## src/hw/rtl/obco_pkg.sv

```systemverilog
// ----------------------------------------------------------------------------
// obco_pkg
// Shared types, constants and helpers for the oriented box corner overlap
// block.
// ----------------------------------------------------------------------------
package obco_pkg;

    // function codes of an input beat
    localparam logic [1:0] FN_LOAD_CLR  = 2'd0;
    localparam logic [1:0] FN_LOAD_KEEP = 2'd1;
    localparam logic [1:0] FN_TEST      = 2'd2;

    localparam logic signed [15:0] Q14_ONE = 16'sd16384;

    // shared multiplier operand and product widths
    localparam int MUL_AW = 34;
    localparam int MUL_BW = 32;
    localparam int MUL_PW = MUL_AW + MUL_BW;

    // serial divider width and split point of the mean corner
    localparam int DIV_W = 50;
    localparam int SPLIT = 24;

    typedef struct packed {
        logic       start;
        logic [2:0] den;
    } t_div_req;

    function automatic logic signed [15:0] clamp_axis(input logic signed [15:0] v);
        logic signed [15:0] r;
        r = v;
        if (v > Q14_ONE) begin
            r = Q14_ONE;
        end else if (v < -Q14_ONE) begin
            r = -Q14_ONE;
        end
        return r;
    endfunction

    function automatic logic signed [31:0] sat32(input logic signed [67:0] v);
        logic signed [31:0] r;
        r = 32'(v);
        if (v > 68'sd2147483647) begin
            r = 32'sh7FFF_FFFF;
        end else if (v < -68'sd2147483648) begin
            r = 32'sh8000_0000;
        end
        return r;
    endfunction

endpackage

```

## src/hw/rtl/obco_mul.sv

```systemverilog
// ----------------------------------------------------------------------------
// obco_mul
// Shared signed multiplier with a registered product.
// ----------------------------------------------------------------------------
module obco_mul import obco_pkg::*; (
    input  logic                     i_clk,
    input  logic signed [MUL_AW-1:0] i_a,
    input  logic signed [MUL_BW-1:0] i_b,
    output logic signed [MUL_PW-1:0] o_p
);

    logic signed [MUL_PW-1:0] r_p;

    always_ff @(posedge i_clk) begin
        r_p <= i_a * i_b;
    end

    assign o_p = r_p;

endmodule

```

## config.mk

```make
export PLATFORM = sky130hd
export DESIGN_NAME = obco_mul
export DESIGN_NICKNAME = d
export VERILOG_FILES = /design/src/hw/rtl/obco_pkg.sv /design/src/hw/rtl/obco_mul.sv
export SDC_FILE = /design/constraint.sdc
export NUM_CORES = 2
export LEC_CHECK = 0
export ABC_AREA = 1
export BUFFER_PORTS_ARGS = -buffer_cell sky130_fd_sc_hd__clkbuf_2
export CAP_MARGIN = 20
export CORE_MARGIN = 10
export CORE_UTILIZATION = 35
export CTS_CLUSTER_DIAMETER = 150
export DETAILED_ROUTE_END_ITERATION = 10
export PLACE_DENSITY = 0.53
export SYNTH_ARGS = -nofsm -noshare
export SYNTH_HDL_FRONTEND = slang
export SYNTH_SLANG_ARGS = --single-unit
```

## constraint.sdc

```tcl
create_clock -name i_clk -period 8.5 [get_ports i_clk]
set_input_delay 0.425 -clock i_clk [delete_from_list [all_inputs] [get_ports i_clk]]
set_output_delay 0.425 -clock i_clk [all_outputs]
set_load 0.05 [all_outputs]
```

==> results.json <==
{
  "port_buffers": 132,
  "critPathMostFrequentCell": "fa_1",
  "critPathKind": "in -> reg",
  "ys_ff_latch": 66,
  "path_clk_slew_ps": 70,
  "worstPathRequired_ps": 8740,
  "grt_pass1_vias": 35712,
  "slowest_delay_ps": 860,
  "post-place-ws_ps": 561,
  "grt_pass1_wl_um": 204000,
  "cts_resized": 0,
  "fill_cells": 12553,
  "worstPathCellList": "clkbuf_2, nand2_1, inv_1, fa_1, inv_1, fa_1, fa_1, inv_1, fa_1, fa_1, fa_1, inv_1, fa_1, inv_1, fa_1, ha_1, nand2_1, nor2_1, nand2_1, nor4_1, nand2_1, nand4_1, nand2_1",
  "initial_core_util_pct": 35.3,
  "syn_area_um2": 42300,
  "die_h_um": 368,
  "drt_wl_total_um": 124000,
  "worst_slack_ps": 885,
  "ys_seq_area_share_pct": 3.12,
  "largest_reg_flops": 66,
  "viasPerCell": 4.51,
  "core_area_um2": 120000,
  "yosys.area.top_type_share_pct": 54.0,
  "outcome": "finished, final reports clean",
  "cts_setup_buffers": 0,
  "ys_top_cells_by_count": "1,804 x inv_1, 1,550 x nand2_1, 1,142 x fa_1, 223 x clkbuf_1, 188 x ha_1",
  "synth.most_common_cell": "inv_1",
  "finalCritPeriodShare_pct": 89.6,
  "dpl.hpwl_um": 111000,
  "wire_per_inst_um": 17.6,
  "yosysWarnings": 0,
  "tns_ps": 0,
  "start_kind": "input pin",
  "io-pin-count": 133,
  "arrival_ps": 7860,
  "grt_antenna_before_repair": 8,
  "grt_overflow_total": 0,
  "maxCapViolCount": 0,
  "drc_errors": 0,
  "cts_hold_buf": 0,
  "grt_usage_pct": 19.0,
  "drtIter0Drc": 1823,
  "clkSinkCount": 66,
  "max-clock-path-buffers": 2,
  "std_cell_rows": 127,
  "fin_crit_ps": 7620,
  "postSynthAreaPerCell_um2": 7.83,
  "cts_inserted_buffers": 9,
  "final_core_util_pct": 37.7,
  "area.sequential_um2": 1320,
  "fin_nets": 6808,
  "drv_slew": 0,
  "fmax_ghz": 0.131,
  "syn_nets": 6803,
  "synthFlopType": "dfxtp_1",
  "vias": 31697,
  "synthArstFlopShare_pct": 0,
  "synth-edff-count": 0,
  "drive_above_1_share_pct": 5.71,
  "area_growth_pct": 6.73,
  "crit_path_max_fanout": 24,
  "die_w_um": 368,
  "gp_congestion": 0.923,
  "hold_viol_final": 0,
  "multiInputGateArea_um2": 33400,
  "clockRootBuffer": "clkbuf_16",
  "tightest_slew_ps": 997,
  "grt_start_max_net_pins": 35,
  "worstSetupEndpointType": "register",
  "synthDistinctLibCells": 36,
  "synth_area_leaders": "fa_1 54%, inv_1 16%, nand2_1 14%",
  "postRouteAntennaNets": 0,
  "first_pass_iters": 7,
  "rsz0062_at_grt": "no",
  "syn_inst": 5406,
  "slew_headroom_pct": 33.5,
  "cts_tree": "built",
  "yosysTopAreaCell": "fa_1",
  "die_area_um2": 135000,
  "finalSetupViolCount": 0,
  "slowest_stage": "fa_1",
  "htreeDepth": 3,
  "hold_class": "in -> reg"
}
[worst max-delay path: cells and delay by family]
| family | cells | cell delay [ps] |
|---|---|---|
| buffers and inverters | 6 | 1210 |
| and+or+nand+nor | 8 | 1530 |
| adders and majority gates | 9 | 4650 |
[through the flow]
step,hold slack (ps),cells,cell area [µm²]
floorplan,523,5406,42300
global placement,927,7012,44900
detailed placement,926,7012,44900
CTS,817,7028,45200
global route,878,7031,45200
finish,840,7032,45200
[per-layer routing]
metal,GRT usage (%),vias to the layer above,routed length [µm]
li1,-,14677,-
met2,34.8,644,63900
met1,25.0,16278,53800
met4,3.11,4,1920
met5,0,-,33
met3,1.15,94,4220
[cells in the final DEF, fill, tap and decap left out, drive strengths merged, types with 2 or more instances in the layout]
cell and count:
o21bai 14, fa 1142, dfxtp 66, diode 4, clkbuf 141, xor2 31, nand4 21, o21ai 25
and2 3, buf 91, a21oi 64, or2 15, nor2 139, nand3 71, nand2 1570, bufinv 2
nor4 7, inv 1808, ha 188, nor3 10, clkinvlp 2
[path summary, 6_finish.rpt]
| path | startpoint | depth (start not counted) | end | slack [ps] |
|---|---|---|---|---|
| setup / recovery | i_a[33] | 23 | o_p[58] | 880 |
| hold / removal | i_b[0] | 4 | o_p[0] | 840 |
[kinds of logic (layout without fill, tap and decap cells)]
group / Yosys count / in the layout / share of synthesized area (%)
AND/OR/NAND/NOR: 1839 / 1839 / 17.3
other: 0 / 4 / 0
buffers and inverters: 2035 / 2045 / 18.0
AO/OA/AOI/OAI: 104 / 104 / 1.34
adder cells (fa/ha/maj): 1330 / 1330 / 59.6
XOR/XNOR: 32 / 32 / 0.662
flip-flops: 66 / 66 / 3.12
[area by class of cell]
type,instances,area share [%]
diodes,4,0.0222
clock buffers,9,0.498
clock inverters,7,0.224
inverters,1806,15.0
multi-input cells,3305,73.9
flip-flops and latches,66,2.92
well taps,1612,4.46
repair buffers,223,3.00
Power is not shown: default switching activity piles up to over one toggle a cycle in this logic, so the estimate is an artifact.
