$ cat config.mk
export PLATFORM = sky130hd
export DESIGN_NAME = obco_div
export DESIGN_NICKNAME = d
export VERILOG_FILES = /design/src/hw/rtl/obco_pkg.sv /design/src/hw/rtl/obco_div.sv
export SDC_FILE = /design/constraint.sdc
export NUM_CORES = 1
export LEC_CHECK = 0
export BUFFER_PORTS_ARGS = -buffer_cell sky130_fd_sc_hd__buf_2
export CAP_MARGIN = 20
export CELL_PAD_IN_SITES_DETAIL_PLACEMENT = 1
export CELL_PAD_IN_SITES_GLOBAL_PLACEMENT = 1
export CORE_MARGIN = 1.5
export CORE_UTILIZATION = 42
export DETAILED_ROUTE_END_ITERATION = 10
export HOLD_SLACK_MARGIN = 0.12
export PLACE_DENSITY_LB_ADDON = 0.1
export SLEW_MARGIN = 30
export SYNTH_ARGS = -nofsm -noshare
export SYNTH_HDL_FRONTEND = slang
export SYNTH_SLANG_ARGS = --single-unit
$ cat constraint.sdc
create_clock -name i_clk -period 8.75 [get_ports i_clk]
set_input_delay 0.4375 -clock i_clk [delete_from_list [all_inputs] [get_ports i_clk]]
set_output_delay 0.4375 -clock i_clk [all_outputs]
set_load 0.05 [all_outputs]
$ cat src/hw/rtl/obco_pkg.sv
// ----------------------------------------------------------------------------
// obco_pkg
// Shared types, constants and helpers for the oriented box corner overlap
// block.
// ----------------------------------------------------------------------------
package obco_pkg;

    // function codes of an input beat
    localparam logic [1:0] FN_LOAD_CLR  = 2'd0;
    localparam logic [1:0] FN_LOAD_KEEP = 2'd1;
    localparam logic [1:0] FN_TEST      = 2'd2;

    localparam logic signed [15:0] Q14_ONE = 16'sd16384;

    // shared multiplier operand and product widths
    localparam int MUL_AW = 34;
    localparam int MUL_BW = 32;
    localparam int MUL_PW = MUL_AW + MUL_BW;

    // serial divider width and split point of the mean corner
    localparam int DIV_W = 50;
    localparam int SPLIT = 24;

    typedef struct packed {
        logic       start;
        logic [2:0] den;
    } t_div_req;

    function automatic logic signed [15:0] clamp_axis(input logic signed [15:0] v);
        logic signed [15:0] r;
        r = v;
        if (v > Q14_ONE) begin
            r = Q14_ONE;
        end else if (v < -Q14_ONE) begin
            r = -Q14_ONE;
        end
        return r;
    endfunction

    function automatic logic signed [31:0] sat32(input logic signed [67:0] v);
        logic signed [31:0] r;
        r = 32'(v);
        if (v > 68'sd2147483647) begin
            r = 32'sh7FFF_FFFF;
        end else if (v < -68'sd2147483648) begin
            r = 32'sh8000_0000;
        end
        return r;
    endfunction

endpackage

$ cat src/hw/rtl/obco_div.sv
// ----------------------------------------------------------------------------
// obco_div
// Bit-serial restoring divider, two lanes sharing one small divisor (1..4).
// ----------------------------------------------------------------------------
module obco_div import obco_pkg::*; (
    input  logic             i_clk,
    input  logic             i_rst_n,
    input  t_div_req         i_req,
    input  logic [DIV_W-1:0] i_num_x,
    input  logic [DIV_W-1:0] i_num_y,
    output logic             o_done,
    output logic [DIV_W-1:0] o_quo_x,
    output logic [DIV_W-1:0] o_quo_y
);

    localparam int CNT_W = $clog2(DIV_W);

    logic             r_busy;
    logic             r_done;
    logic [CNT_W-1:0] r_cnt;
    logic [2:0]       r_den;
    logic [2:0]       r_rem_x, r_rem_y;
    logic [DIV_W-1:0] r_q_x, r_q_y;

    logic [3:0] n_trial_x, n_trial_y;
    logic       n_ge_x, n_ge_y;
    logic [2:0] n_rem_x, n_rem_y;

    always_comb begin
        n_trial_x = {r_rem_x, r_q_x[DIV_W-1]};
        n_trial_y = {r_rem_y, r_q_y[DIV_W-1]};
        n_ge_x    = n_trial_x >= {1'b0, r_den};
        n_ge_y    = n_trial_y >= {1'b0, r_den};
        n_rem_x   = n_ge_x ? 3'(n_trial_x - {1'b0, r_den}) : n_trial_x[2:0];
        n_rem_y   = n_ge_y ? 3'(n_trial_y - {1'b0, r_den}) : n_trial_y[2:0];
    end

    always_ff @(posedge i_clk) begin
        if (!i_rst_n) begin
            r_busy <= 1'b0;
            r_done <= 1'b0;
            r_cnt  <= '0;
        end else begin
            r_done <= 1'b0;
            if (i_req.start) begin
                r_busy <= 1'b1;
                r_cnt  <= '0;
            end else if (r_busy) begin
                r_cnt <= r_cnt + 1'b1;
                if (r_cnt == CNT_W'(DIV_W - 1)) begin
                    r_busy <= 1'b0;
                    r_done <= 1'b1;
                end
            end
        end
    end

    always_ff @(posedge i_clk) begin
        if (i_req.start) begin
            r_den   <= i_req.den;
            r_rem_x <= '0;
            r_rem_y <= '0;
            r_q_x   <= i_num_x;
            r_q_y   <= i_num_y;
        end else if (r_busy) begin
            r_rem_x <= n_rem_x;
            r_rem_y <= n_rem_y;
            r_q_x   <= {r_q_x[DIV_W-2:0], n_ge_x};
            r_q_y   <= {r_q_y[DIV_W-2:0], n_ge_y};
        end
    end

    assign o_done  = r_done;
    assign o_quo_x = r_q_x;
    assign o_quo_y = r_q_y;

endmodule

==> results.md <==
| Metric | Reported | Unit |
| --- | --- | --- |
| Leading cell type in the layout, fill and taps excluded | sky130_fd_sc_hd__buf_2 | - |
| Type of the worst setup path | register to register | - |
| Count of placed standard cells in the final layout, fillers left out | 685 | - |
| Critical path required time | 8.79 | ns |
| CTS tree | done | - |
| Detail-routed net length per standard cell | 18.7 | um |
| Total DRC errors in the routed layout | 0 | - |
| DR pass1 iterations | 4 | - |
| Clk pin slew, worst setup/hold paths | 0.05 | ns |
| Average via count per standard cell | 5.05 | - |
| Maximum level of the CTS H-tree | 4 | - |
| Half-perimeter wire length after detailed placement | 8.99 | mm |
| Vias in the first global route | 3,693 | - |
| Clock buffer count from CTS | 17 | - |
| Die Area | 0.0129 | sq mm |
| Commonest cells after routing, fill and taps aside | sky130_fd_sc_hd__buf_2 (205), sky130_fd_sc_hd__edfxtp_1 (103), sky130_fd_sc_hd__mux2_2 (99) | - |
| Initial antenna violation count | 0 | - |
| Buffer depth of the longest clock path | 2 | - |
| Share of the core filled with cells in the final layout | 56.7 | % |
| Final cycle utilization of the critical path | 27.9 | % |
| Antenna violation net count after detailed routing | 0 | - |
| Post-CTS repair timing setup buffer count | 0 | - |
| Largest clock skew in the final design | 0.00429 | ns |
| Ratio of cells with drive above 1 in the final layout | 61.7 | % |
| Power density over the cells | 245 | mW/mm^2 |
| GR Util All Layers | 20.8 | % |
| Area added between synthesis and finish | 32.2 | % |
| Mapped Cells | 313 | - |
| CTS root buf | sky130_fd_sc_hd__clkbuf_16 | - |
| Port-buffer cells | 206 | - |
| Sequence of cells on the critical path | nor2_1 > inv_4 > buf_4 | - |
| Routing layer with the top usage in global route | met2 | - |
| Post-synthesis cell area | 0.00513 | sq mm |
| Kind of start point of the critical path | register | - |
| Number of buffers and inverters on the critical path | 2 | - |
| Clock latency at the later pin of the worst-skew pair | 0.41 | ns |
| M1 GR Usage | 23.5 | % |
| Number of resized instances in the post-cts repair step | 0 | - |
| Static leakage | 2.84 | nW |
| Crit path DAT | 2.48 | ns |
| Yosys warnings | 0 | - |
| Global placer's final weighted congestion | 0.746 | - |
| Clock sink count | 117 | - |
| Clock period minus worst slack | 2.44 | ns |
| Count of filler cells inserted in the layout | 1,235 | - |
| Largest net degree at the start of global routing | 58 | - |
| Number of placed I/O pins | 207 | - |
| Met3 routing resource usage after global routing | 8.66 | % |
| Vertical die dimension | 113 | um |
| Final net count | 642 | - |
| Horizontal extent of the die | 113 | um |
| Worst setup EP type | register | - |
| Placement row count | 40 | - |
| Worst slew margin relative to its limit | 52.3 | % |
| Count of placed standard cells including taps | 654 | - |
| Effective utilization at floorplan | 42.9 | % |
| Worst IR drop on VDD | 0.000138 | V |
| Sum of routed wire length over all layers | 12.8 | mm |
| Maximum fanout count along the critical path | 55 | - |
| Crit path max-delay cell type | sky130_fd_sc_hd__buf_4 | - |
| Setup repair after global routing missed its margin | no | - |
| Mean area per synthesized cell | 16.4 | sq um |
| DR vias | 3,457 | - |
| Number of distinct library cell variants in the gate-level netlist after synthesis | 40 | - |
| Number of slew-limit violations in the final report | 0 | - |
| N_diodes | 0 | - |
| Outcome | finished clean | - |
| Highest attainable clock frequency | 410 | MHz |
| Max-cap viol count | 0 | - |
| Kind of cell with the highest combined delay on the critical path | buffers and inverters | - |
| Post-CTS Hold Fix Bufs | 0 | - |
| Fin area | 0.00678 | sq mm |
| Delay of the slowest cell on the worst path | 0.67 | ns |
| Most used flip-flop cell after synthesis | sky130_fd_sc_hd__edfxtp_1 | - |
| Number of enable-type register cells in the synthesized netlist | 103 | - |
| Hold slack | 0.204 | ns |
| Leftover overflow at the end of global routing | 0 | - |
| Initial drt markers | 180 | - |
| Total setup violations reported at the end of the flow | 0 | - |
| Class of the worst hold path | input port to register | - |
| Count of state elements after synthesis | 117 | - |
| Setup TNS | 0 | ns |
| Core Region | 0.0120 | sq mm |
| Standard cell area after detailed placement | 0.00630 | sq mm |
| Tightest Pin Transition | 0.715 | ns |
| Proportion of synthesized flip-flops having asynchronous set or reset | 0 | % |
| Met2 track utilization from global routing | 35.7 | % |
| Number of hold-slack violations in the final timing report | 0 | - |
| Proportion of synthesized chip area in sequential cells | 65.8 | % |
| Wire length of the first global-routing pass | 20.0 | mm |
| Net count after synthesis | 429 | - |
==> cells by family (layout without fill, tap and decap cells) <==
group / count (synthesis) / in the layout / share of synthesized area, %
AO/OA/AOI/OAI: 19 / 19 / 2.93
buffers and inverters: 25 / 250 / 2.10
multiplexers: 99 / 99 / 21.7
adder cells (fa/ha/maj): 10 / 10 / 2.73
XOR/XNOR: 4 / 4 / 0.683
AND/OR/NAND/NOR: 39 / 39 / 4.03
flip-flops: 117 / 117 / 65.8
==> per-layer routing <==
layer | wire length (um) | vias to the layer above
met3 | 889 | 13
met4 | 167 | 0
li1 | - | 1636
met1 | 4880 | 1708
met5 | 0 | -
met2 | 6870 | 100
==> path summary, 6_finish.rpt <==
kind,startpoint,endpoint,slack (ns),cells after the start
worst max register to register,r_busy,o_quo_x[39],6.31,3
worst min-delay path,i_req[1],r_den[1],0.20,1
worst min register to register,r_rem_x[2],r_rem_x[2],0.46,2
worst max-delay path,r_busy,o_quo_x[39],6.31,3
==> synth_stat cells (all sizes together) (2+ instances only) <==
cell type  count  area share (%)
xor2           3            0.51
clkbuf         3            0.22
or3            2            0.24
fa             2            0.78
dfxtp         14             5.5
mux2          99              22
and3           2            0.24
inv           11            0.81
nand3          5            0.49
nor2           9            0.66
nand4          3            0.37
nand2          6            0.44
a21oi          4            0.39
ha             8             2.0
or2            2            0.29
edfxtp       103              60
o311ai         3            0.51
buf           11             1.1
nor4           2            0.24
nor2b          3            0.37
==> state kept, by name, summed over array words and instances (netlist names) <==
name     count
o_quo_y     50
o_quo_x     50
r_busy       1
r_rem_x      3
o_done       1
r_rem_y      3
r_cnt        6
r_den        3
==> worst reg2reg max path: cells and delay by family, from the launching register on <==
family,cells,cell delay (ns)
buf+inv,2,1.20
flops,1,0.63
simple gates,1,0.20
==> metrics by stage <==
step	total power, mW	worst slack, ns
floorplan	0.993	5.41
global placement	1.08	5.91
detailed placement	1.09	5.86
CTS	1.68	6.28
global route	1.73	6.12
finish	1.66	6.31
==> where the power goes <==
part / internal [mW] / switching [mW] / total, mW
logic: 0.109 / 0.259 / 0.368
clock network: 0.353 / 0.228 / 0.581
registers: 0.681 / 0.0323 / 0.713
total: 1.14 / 0.520 / 1.66
==> final cells by class <==
class                           count  area (sq um)  share of cell area (%)
Clock inverter                      8          36.3                   0.535
Inverter                           11          43.8                   0.646
Clock buffer                       23           448                    6.61
Timing Repair Buffer              208          1050                    15.5
Multi-Input combinational cell    171          1650                    24.3
Tap cell                          147           184                    2.71
Sequential cell                   117          3370                    49.8
Note: power is estimated with default switching activity, not from simulation.
